### src/design/cpsp_pkg.sv
// Package for the CPU stack push/pop unit.
// Holds the item types, the controller-to-datapath command struct, opcode codes and flag helpers.
// Depends on nothing.
`default_nettype none

package cpsp_pkg;

  typedef struct packed {
    logic        action;
    logic [7:0]  opcode;
    logic [3:0]  reg_select;
    logic [15:0] reg_value;
  } in_t;

  typedef struct packed {
    logic [7:0]  reg_a;
    logic [7:0]  reg_b;
    logic [7:0]  reg_c;
    logic [7:0]  reg_d;
    logic [7:0]  reg_e;
    logic [7:0]  reg_h;
    logic [7:0]  reg_l;
    logic [7:0]  status_byte;
    logic [15:0] stack_ptr;
    logic [15:0] prog_counter;
    logic [31:0] cycle_total;
    logic        bad_opcode;
  } out_t;

  typedef struct packed {
    logic latch;
    logic mem_wr;
    logic mem_rd;
    logic sel_hi;
    logic cap_lo;
    logic push_commit;
    logic pop_commit;
    logic load_commit;
    logic finish;
    logic bad;
  } cmd_t;

  typedef enum logic [1:0] {
    KIND_LOAD,
    KIND_PUSH,
    KIND_POP,
    KIND_BAD
  } kind_e;

  localparam logic        ACTION_LOAD  = 1'b1;
  localparam logic [7:0]  OP_PAIR_MASK = 8'hCF;
  localparam logic [7:0]  OP_PUSH      = 8'hC5;
  localparam logic [7:0]  OP_POP       = 8'hC1;
  localparam logic [1:0]  PAIR_PSW     = 2'd3;

  localparam logic [2:0]  IDX_B = 3'd0;
  localparam logic [2:0]  IDX_C = 3'd1;
  localparam logic [2:0]  IDX_D = 3'd2;
  localparam logic [2:0]  IDX_E = 3'd3;
  localparam logic [2:0]  IDX_H = 3'd4;
  localparam logic [2:0]  IDX_L = 3'd5;
  localparam logic [2:0]  IDX_A = 3'd6;
  localparam int          NUM_REGS = 7;

  localparam logic [3:0]  SEL_LAST_BYTE = 4'd6;
  localparam logic [3:0]  SEL_FLAGS     = 4'd7;
  localparam logic [3:0]  SEL_SP        = 4'd8;

  localparam logic [31:0] PUSH_CYCLES = 32'd11;
  localparam logic [31:0] POP_CYCLES  = 32'd10;
  localparam logic [7:0]  FLAGS_FIXED = 8'h02;

  function automatic kind_e decode_kind(input logic action, input logic [7:0] opcode);
    kind_e k;
    if (action == ACTION_LOAD) begin
      k = KIND_LOAD;
    end else if ((opcode & OP_PAIR_MASK) == OP_PUSH) begin
      k = KIND_PUSH;
    end else if ((opcode & OP_PAIR_MASK) == OP_POP) begin
      k = KIND_POP;
    end else begin
      k = KIND_BAD;
    end
    return k;
  endfunction

  // Flag order inside the five-bit register: cy, p, ac, z, s from bit 0 up.
  function automatic logic [7:0] pack_flags(input logic [4:0] f);
    return {f[4], f[3], 1'b0, f[2], 1'b0, f[1], 1'b0, f[0]} | FLAGS_FIXED;
  endfunction

  function automatic logic [4:0] unpack_flags(input logic [7:0] v);
    return {v[7], v[6], v[4], v[2], v[0]};
  endfunction

endpackage

`default_nettype wire

### src/design/cpsp_ctrl.sv
// Controller state machine of the CPU stack push/pop unit.
// Sequences memory accesses and register updates; uses cpsp_pkg.
`default_nettype none

module cpsp_ctrl (
  input  wire logic          clk_i,
  input  wire logic          rst_ni,
  input  wire logic          start_i,
  input  wire logic          action_i,
  input  wire logic [7:0]    opcode_i,
  output logic               busy_o,
  output cpsp_pkg::cmd_t     cmd_o
);

  typedef enum logic [2:0] {
    IDLE,
    PUSH_HI,
    PUSH_LO,
    POP_LO,
    POP_HI,
    POP_END,
    EXEC
  } state_e;

  state_e          state_q;
  cpsp_pkg::cmd_t  cmd_q;
  cpsp_pkg::kind_e kind;
  logic            accept;

  assign kind   = cpsp_pkg::decode_kind(action_i, opcode_i);
  assign busy_o = (state_q != IDLE);
  assign accept = start_i && (state_q == IDLE);

  always_comb begin
    cmd_o       = cmd_q;
    cmd_o.latch = accept;
  end

  always_ff @(posedge clk_i or negedge rst_ni) begin
    if (!rst_ni) begin
      state_q <= IDLE;
      cmd_q   <= '0;
    end else begin
      cmd_q <= '0;
      unique case (state_q)
        IDLE: begin
          if (start_i) begin
            unique case (kind)
              cpsp_pkg::KIND_PUSH: begin
                state_q       <= PUSH_HI;
                cmd_q.mem_wr  <= 1'b1;
                cmd_q.sel_hi  <= 1'b1;
              end
              cpsp_pkg::KIND_POP: begin
                state_q       <= POP_LO;
                cmd_q.mem_rd  <= 1'b1;
              end
              cpsp_pkg::KIND_LOAD: begin
                state_q           <= EXEC;
                cmd_q.load_commit <= 1'b1;
                cmd_q.finish      <= 1'b1;
              end
              cpsp_pkg::KIND_BAD: begin
                state_q      <= EXEC;
                cmd_q.bad    <= 1'b1;
                cmd_q.finish <= 1'b1;
              end
              default: state_q <= IDLE;
            endcase
          end
        end
        PUSH_HI: begin
          state_q           <= PUSH_LO;
          cmd_q.mem_wr      <= 1'b1;
          cmd_q.push_commit <= 1'b1;
          cmd_q.finish      <= 1'b1;
        end
        POP_LO: begin
          state_q      <= POP_HI;
          cmd_q.mem_rd <= 1'b1;
          cmd_q.sel_hi <= 1'b1;
          cmd_q.cap_lo <= 1'b1;
        end
        POP_HI: begin
          state_q          <= POP_END;
          cmd_q.pop_commit <= 1'b1;
          cmd_q.finish     <= 1'b1;
        end
        PUSH_LO, POP_END, EXEC: begin
          state_q <= IDLE;
        end
        default: state_q <= IDLE;
      endcase
    end
  end

`ifndef ASSERT_OFF
  a_accept_busy: assert property (@(posedge clk_i) disable iff (!rst_ni)
    start_i && !busy_o |=> busy_o)
    else $error("accepted item did not make the block busy");

  a_finish_idle: assert property (@(posedge clk_i) disable iff (!rst_ni)
    cmd_q.finish |=> !busy_o)
    else $error("block stayed busy after finishing an item");

  a_one_port: assert property (@(posedge clk_i) disable iff (!rst_ni)
    !(cmd_q.mem_wr && cmd_q.mem_rd))
    else $error("memory read and write issued in the same cycle");

  a_pop_order: assert property (@(posedge clk_i) disable iff (!rst_ni)
    cmd_q.pop_commit |-> $past(cmd_q.cap_lo))
    else $error("pop committed without capturing its low byte");
`endif

endmodule

`default_nettype wire

### config.mk
export PLATFORM = sky130hd
export DESIGN_NAME = cpsp_ctrl
export DESIGN_NICKNAME = d
export VERILOG_FILES = /design/src/design/cpsp_pkg.sv /design/src/design/cpsp_ctrl.sv
export SDC_FILE = /design/constraint.sdc
export NUM_CORES = 1
export LEC_CHECK = 0
export BUFFER_PORTS_ARGS = -buffer_cell sky130_fd_sc_hd__buf_2
export CORE_MARGIN = 3
export CORE_UTILIZATION = 38
export CTS_BUF_LIST = sky130_fd_sc_hd__clkbuf_4 sky130_fd_sc_hd__clkbuf_8 sky130_fd_sc_hd__clkbuf_16
export CTS_CLUSTER_SIZE = 30
export DETAILED_ROUTE_END_ITERATION = 10
export HOLD_SLACK_MARGIN = 0.05
export PLACE_DENSITY = 0.62
export SYNTH_ARGS = -nofsm -noshare
export SYNTH_HDL_FRONTEND = slang
export SYNTH_SLANG_ARGS = --single-unit
export TNS_END_PERCENT = 10
### constraint.sdc
create_clock -name clk_i -period 2.7 [get_ports clk_i]
set_input_delay 0.81 -clock clk_i [delete_from_list [all_inputs] [get_ports clk_i]]
set_output_delay 0.81 -clock clk_i [all_outputs]
set_load 0.05 [all_outputs]
# Yosys cells after proc, flatten, opt, wreduce, memory -nomap -nowiden
# Cells that the tools add are included.
[word_totals] ram_bits=0 latch_bits=0 word_cells=46 rom_bits=0 input_bits=12 mem_count=0 regBits=12
[op_classes] muxes=21 n_mul=0 n_eq_ne=9 bitwise=0 shift=0 add_sub_neg=0 n_reduce_logical=6 order_cmp=0 div_mod_pow=0
[op_table] op="$eq A6 B6 Y1 const B" count=2
[op_table] op="$pmux W3 S4" count=1
[op_table] op="$mux W1" count=11
[op_table] op="$mux W3" count=3
[op_table] op="$pmux W3 S3" count=1
[op_table] op="$eq A2 B2 Y1 const B" count=2
[op_table] op="$mux W2" count=2
[op_table] op="$pmux W1 S2" count=2
[op_table] op="$pmux W2 S2" count=1
[op_table] op="$reduce_or A2 Y1" count=2
[op_table] op="$eq A3 B1 Y1 const B" count=1
[op_table] op="$eq A3 B2 Y1 const B" count=1
[op_table] op="$eq A3 B3 Y1 const B" count=1
[op_table] op="$logic_not A3 Y1" count=1
[op_table] op="$reduce_bool A3 Y1" count=1
[op_table] op="$eq A2 B1 Y1 const B" count=1
[op_table] op="$logic_not A2 Y1" count=1
[op_table] op="$ne A2 B2 Y1 const B" count=1
[op_table] op="$logic_and A1 B1 Y1" count=1

# Longest topological paths before layout
# Gate-level depths: netlist of the first run.
[logic_depth] word_depth=9 mapped_depth=7 depth_no_buf=7

# Least setup slack after synthesis of the first run
# OpenSTA, ideal clock, no wires.
[synth_path] kind="input port to output port" from="input port start_i" to="output port cmd_o[9] (netlist bit)" path_buffers=1 stages=2 arrival_ns=1.311 setup_slack_ns=0.579 cell_sequence="nor4b_4 > buf_4"
[synth_lines] element="start, declared" line="cpsp_ctrl.sv:8" text="input wire logic start_i,"
[synth_lines] element="end, declared" line="cpsp_ctrl.sv:12" text="output cpsp_pkg::cmd_t cmd_o"

# Worst setup path after layout of the first run
[layout_path] from="register state_q[0]" to="output port busy_o"
[layout_via] elab_chain_len=1
[layout_rtl] element="start, declared" line="cpsp_ctrl.sv:25" text="state_e state_q;"
[layout_rtl] element="start signal, assigned" line="cpsp_ctrl.sv:41" text="state_q <= IDLE;"
[layout_rtl] element="start signal, assigned" line="cpsp_ctrl.sv:50" text="state_q <= PUSH_HI;"
[layout_rtl] element="start signal, assigned" line="cpsp_ctrl.sv:55" text="state_q <= POP_LO;"
[layout_rtl] element="$reduce_bool A3 Y1" line="cpsp_ctrl.sv:31" text="assign busy_o = (state_q != IDLE);"
[layout_rtl] element="end, declared" line="cpsp_ctrl.sv:11" text="output logic busy_o,"
# Every way passes these cells.

==> results of run 1 <==
flip-flops by register name, indices dropped and copies added, names as in the netlist:
signal	cells
cmd_o	9
state_q	3
where the power goes:
part | switching (mW) | internal, mW
Combinational | 0.289 | 0.121
Sequential | 0.0714 | 0.240
Clock | 0.0553 | 0.0818
stage by stage:
step | hold slack [ns] | utilization [%]
final | 0.405 | 51.6
after global routing | 0.412 | 51.6
after CTS | 0.406 | 51.6
after detailed placement | 0.645 | 49.0
after global placement | 0.648 | 49.0
after floorplan | 0.514 | -
cell families (layout without fill, tap and decap cells):
kind of cell | after synthesis | after routing | synth area share, %
buf+inv | 6 | 27 | 6.75
fa+ha+maj | 2 | 2 | 4.36
simple gates | 18 | 18 | 23.1
compound gates | 11 | 11 | 13.5
flops | 12 | 12 | 52.3
cell type report:
| class | instances | area [um2] |
|---|---|---|
| sequential | 12 | 300 |
| fill | 140 | 661 |
| clock buffer | 4 | 36.3 |
| timing repair buffer | 21 | 108 |
| tap | 15 | 18.8 |
| inverter | 2 | 7.51 |
| multi-input combinational | 31 | 235 |
layer usage:
metal / vias up / part of all wire, % / global-route usage [%]
met2: 15 / 48 / 16.9
met3: 2 / 6.5 / 1.20
met5: - / 0 / 0
met4: 0 / 1.6 / 8.77
met1: 192 / 44 / 14.4
li1: 213 / - / -
how the worst max path moves through the flow:
stage / from / to / slack (ns) / cells past startpoint
3_3_place_gp: opcode_i[1] / cmd_o[1] / 0.37 / 8
6_report: state_q[0] / busy_o / 0.39 / 2
5_1_grt: state_q[0] / busy_o / 0.33 / 2
2_1_floorplan: start_i / cmd_o[9] / 0.58 / 2
3_5_place_dp: opcode_i[1] / cmd_o[1] / 0.36 / 8
4_1_cts: state_q[0] / busy_o / 0.39 / 2
cells in the final DEF, fill, tap and decap left out, types with 2 or more instances in the layout:
cell and count:
a211oi_1 2, nand2_1 2, clkbuf_4 3, dfrtp_1 12
inv_1 2, o21bai_1 2, nor2_1 2, nor3b_1 2
buf_2 20, ha_1 2, and2_1 2, nand3b_1 2
==> results, run 1 <==
- Buffers inserted during clock tree synthesis total 3.
- Across all layers, the routed design uses 422 vias.
- Counting every instance in the synthesized netlist gives 49.
- In the final layout, the share of cells above drive strength 1 is 42.9%.
- The setup violation total in the final timing report is 0.
- After global routing the overflow that remains totals 0.
- The clock tree root driver cell is clkbuf_4.
- CTS built an H-tree with a depth of 1.
- The number of antenna diodes in the final layout is 0.
- The startpoint identified for the worst register-to-register timing path is state_q[0].
- The worst setup path is of the reg -> out kind.
- Once the floorplan was initialized, standard cells occupied 42.0% of the core.
- The die span in x is 44.9 um.
- The signal on the critical path passes through or3_2, buf_2.
- The number of maximum-capacitance violations is 0.
- The summed instance area of the synthesized netlist is 574 um2.
- The critical path data arrival time is 1.50 ns.
- The largest individual stage delay along the critical path comes from the cell dfrtp_1.
- Setup repair after global routing left no endpoint under its margin.
- The net count after synthesis is 63.
- For the worst flop-to-flop path, the logic depth is 4.
- The class of the tightest hold or removal check is in -> async.
- The global-route wire length before repair is 1640 um.
- The aggregate global-route resource usage is 11.2%.
- Counting both buffers and inverters, the worst setup path holds a total of 1.
- Once layout is done, the placed cells without fillers occupy 706 um2.
- The time the worst path needs with I/O delays and setup is 2.31 ns.
- After detailed routing, the total wire length is 1020 um.
- In the synthesized netlist the dominant register cell turns out to be dfrtp_1.
- The portion of the post-synthesis area used by sequential elements is 52.3%.
- Yosys instantiated no cell more often than dfrtp_1.
- In the post-route analysis, the smallest setup slack over all paths is 0.390 ns.
- The pre-CTS setup slack is 0.360 ns.
- The insertion delay to the later sink of the worst-skew pair is 0.26 ns.
- Yosys attributes the largest share of cell area to dfrtp_1, ha_1, nor4b_4.
- Of the available clock period, the critical path in the final layout requires 85.6%.
- The wire length per cell is 12.0 um.
- The synthesized design devotes to its leading area cell type 52.3% of total area.
- In the routed design, unresolved DRC markers number 0.
- The finished layout holds 85 standard cells, fillers aside.
- Including well taps, the total number of placed cells is 81.
- The final max-slew violation count is 0.
- In this run the tightest slew margin relative to its limit is 75.8%.
- The mean number of vias per cell is 4.96.
- The area of the die is 2010 um2.
- The flop-to-flop setup slack is 1.43 ns.
- In this run the critical register-to-register path is captured at cmd_o[8].
- The maximum fanout along the worst path is 11.
- In this run, the number of DRC markers left after iteration 0 of detailed routing was 1.
- The largest vdd supply drop is 362 uV.
- In this design, the largest share of critical-path delay is due to flip-flops.
- The iteration count of the initial detailed-routing pass is 4.
- The number of global-route vias before repair is 364.
- The flow ran to the end, and the final reports show no timing, DRC or antenna violations.
- The detail route stage leaves a number of antenna-violating nets equal to 0.
- Once the clock tree was built, the resizer swapped 0 gates to a different size.
- At the pin with the least slew margin, the transition time is 0.363 ns.
- The clock tree from TritonCTS is yes.
- The cts-stage hold buffer count is 0.
- The Yosys step of the flow raised 0 warnings.
- 23 I/O pins were placed.
- The netlist uses 28 different library cells.
- After synthesis, the share of flip-flops with an asynchronous set or reset is 100%.
- The synthesis-to-layout area growth is 22.9%.
- The delay contributed by the slowest stage of the critical path is 0.51 ns.
- The total half-perimeter wirelength after legalization and detailed placement is 777 um.
- The clock transition at the register clock pins on the worst setup and hold paths after CTS is 0.07 ns.
- The synthesized design contains 12 register bits.
- The die span in y is 44.9 um.
- The design draws 859 uW.
- The net count of the finished layout is 85.
- The instance area at placement is 669 um2.
- The library cell occupying the most area in the post-synthesis netlist is dfrtp_1.
- STA classifies the critical path startpoint as a register.
- No sink is reached through more buffers than the 2 on the longest clock path.
- Derived from the worst setup path, the maximum achievable clock frequency is 433 MHz.
- The analysis attributes to cell leakage a power of 0.368 nW.
- The largest net degree at the start of global routing is 13.
- The total setup buffers inserted after CTS is 0.
- The synthesized area per cell is 11.7 um2.
- The placeable core region is 1370 um2.
- The count of endpoints failing hold in the final timing report is 0.
- For this design the ratio of total power to cell area is 1220 nW/um2.
- The global placer's final weighted congestion is 0.728.
- In this run, synthesis inferred 0 flip-flops with an integrated enable.
- On the final layout, the worst clock skew is 0.000462 ns.
- The total number of placement rows is 13.
- The clock net sink count is 12.
- STA classifies the critical path endpoint as an output port.
- The number of antenna violations at the first check in global routing is 0.
- The count of buffers added on input and output ports is 20.
- The required time of the critical path is 1.89 ns.
- In the final timing run, aggregate negative setup slack is 0 ns.
Power figures use the tool's default switching activity.
==> run 2, diff against run 1 <==
Settings changed: CORE_MARGIN 3 to 4, GPL_ROUTABILITY_DRIVEN from default to 0.
==> results, run 2 (synthesized netlist as in run 1, its figures left out) <==
- The flow ran to the end, and the final reports show no timing, DRC or antenna violations.
- The die covers 2200 um2.
- The total setup buffers inserted after CTS is 0.
- The number of global-route vias before repair was 383.
- The post-route netlist has 42.9% of its cells at a drive strength greater than 1.
- The synthesis-to-layout area growth is 22.9%.
- The detailed-routed wire length on met2 is 450 um.
- Timing would allow up to 433 MHz.
- The setup skew after layout is 0.00631 ns.
- Port buffering added 20 buffers.
- The critical path endpoint category is an output port.
- The flip-flop count of the largest register after layout is 9.
- The number of vias after detailed routing is 420.
- Entering global routing, the biggest net connects 13 pins.
- Pin placement for this block handled 23 I/O pins.
- Setup repair after global routing left no endpoint under its margin.
- The startpoint class of the critical path is a register.
- The aggregate global-route resource usage is 10.8%.
- Counting both buffers and inverters, the worst setup path holds a total of 1.
- Clock tree synthesis found a total of 12 sinks.
- The worst hold path belongs to the class in -> async.
- The instance area at placement is 669 um2.
- Traced cell by cell, the critical path runs through or3_2, buf_2.
- The detail route stage leaves a number of antenna-violating nets equal to 0.
- The number of antenna violations at the first check in global routing is 0.
- After detailed routing, the met3 layer carries 92 um of wire.
- The number of fillers in the final layout is 140.
- At the pin with the least slew margin, the transition time is 0.354 ns.
- The global-route wire length before repair is 1660 um.
- The wire length per cell is 12.0 um.
- The clock passes through at most 2 buffers.
- Dividing total power by cell area gives a power density of 1220 nW/um2.
- In this run the tightest slew margin relative to its limit is 76.4%.
- The worst setup path is of the reg -> out kind.
- Global routing finished with a remaining overflow of 0.
- The leakage power of the design is 0.368 nW.
- Row generation in the floorplan step produced 13 rows.
- Leaving out fill and tap cells, the most frequent cells in the layout are buf_2, dfrtp_1, clkbuf_4.
- The clock tree root driver cell is clkbuf_4.
- The insertion delay to the later sink of the worst-skew pair is 0.27 ns.
- The setup violation total in the final timing report is 0.
- In this run, the number of DRC markers left after iteration 0 of detailed routing was 1.
- The quantity of gates resized following cts is 0.
- The final layout contains routed wiring with a total length of 1020 um.
- The worst path needs 2.31 ns of the cycle, external delays included.
- The diode insertion count for antenna repair is 0.
- The final max-slew violation count is 0.
- At the end of the flow, the number of nets in the layout was 85.
- The iteration count of the initial detailed-routing pass is 2.
- The critical path data arrival time is 1.50 ns.
- The clock tree from TritonCTS is yes.
- The largest vdd supply drop is 434 uV.
- The die is 46.9 um wide.
- The delay contributed by the slowest stage of the critical path is 0.51 ns.
- Clock-pin slew was measured on the worst setup and hold paths at 0.08 ns.
- Max-cap violations in this run came to 0.
- Once layout is done, the placed cells without fillers occupy 706 um2.
- The floorplan step set the die height to 46.9 um.
- In this run the number of H-tree levels came out at 1.
- After legalization and detailed placement, the total HPWL measured 811 um.
- The family of cells with the greatest summed delay on the critical path is flip-flops.
- The highest layer touched by signal routing is met4.
- The final total power is 858 uW.
- For this block, wires on met1 add up to 460 um.
- The most common cell after layout, fill and taps aside is buf_2.
- The initial utilization of the core area, before any placement, comes to 42.0%.
- The cts-stage hold buffer count is 0.
- The count of endpoints failing hold in the final timing report is 0.
- The final-layout worst hold slack is 0.401 ns.
- The mean number of vias per cell is 4.94.
- After routing, the total negative slack on setup checks comes to 0 ns.
- In the finished design, the share of the clock period the worst path needs comes to 85.6%.
- The detailed-route DRC error count is 0.
- Along the worst path, the maximum fanout reaches 11.
- The required time of the critical path is 1.89 ns.
- In this run the standard cell core region covers 1370 um2.
- Clock tree synthesis inserted a total of 3 buffers.
- For this design, the slowest cell found on the critical path is dfrtp_1.
-- run 2: cell counts in the layout (fill, tap and decap cells not counted) --
No cell type changed its count.
-- run 2: stage by stage --
stage               setup WS [ns]  util [%]  instances
finish                      0.388      51.6         85
detailed placement          0.340      49.0         81
floorplan                   0.579         -         49
global placement            0.366      49.0         81
global route                0.315      51.6         85
CTS                         0.386      51.6         85
-- run 2: where the power goes --
part           internal [mW]  switching (mW)  leakage [nW]
logic                  0.121           0.289         0.188
registers              0.240          0.0693         0.159
clock network         0.0818          0.0567        0.0210
total                  0.443           0.415         0.368
-- run 2: cell type report --
| cell class | instances | area [um2] | share of cell area [%] |
|---|---|---|---|
| sequential | 12 | 300 | 42.6 |
| clock buffer | 4 | 36.3 | 5.14 |
| tap | 15 | 18.8 | 2.66 |
| multi-input combinational | 31 | 235 | 33.3 |
| inverter | 2 | 7.51 | 1.06 |
| timing repair buffer | 21 | 108 | 15.2 |
-- run 2: routing by layer --
metal	GRT usage (%)	vias up
met1	14.1	187
met3	2.30	2
met4	4.97	0
met2	17.1	18
met5	0	-
li1	-	213
-- run 2: worst paths after layout --
| check | depth (start not counted) | slack (ns) | to | from |
|---|---|---|---|---|
| max | 2 | 0.39 | busy_o | state_q[0] |
| min | 1 | 0.40 | cmd_o[1] | rst_ni |
| max reg2reg | 4 | 1.42 | cmd_o[8] | state_q[0] |
| min reg2reg | 1 | 0.65 | cmd_o[1] | state_q[1] |
| max in group asynchronous | 1 | 2.09 | state_q[2] | rst_ni |
| min in group clk_i | 1 | 0.65 | cmd_o[1] | state_q[1] |
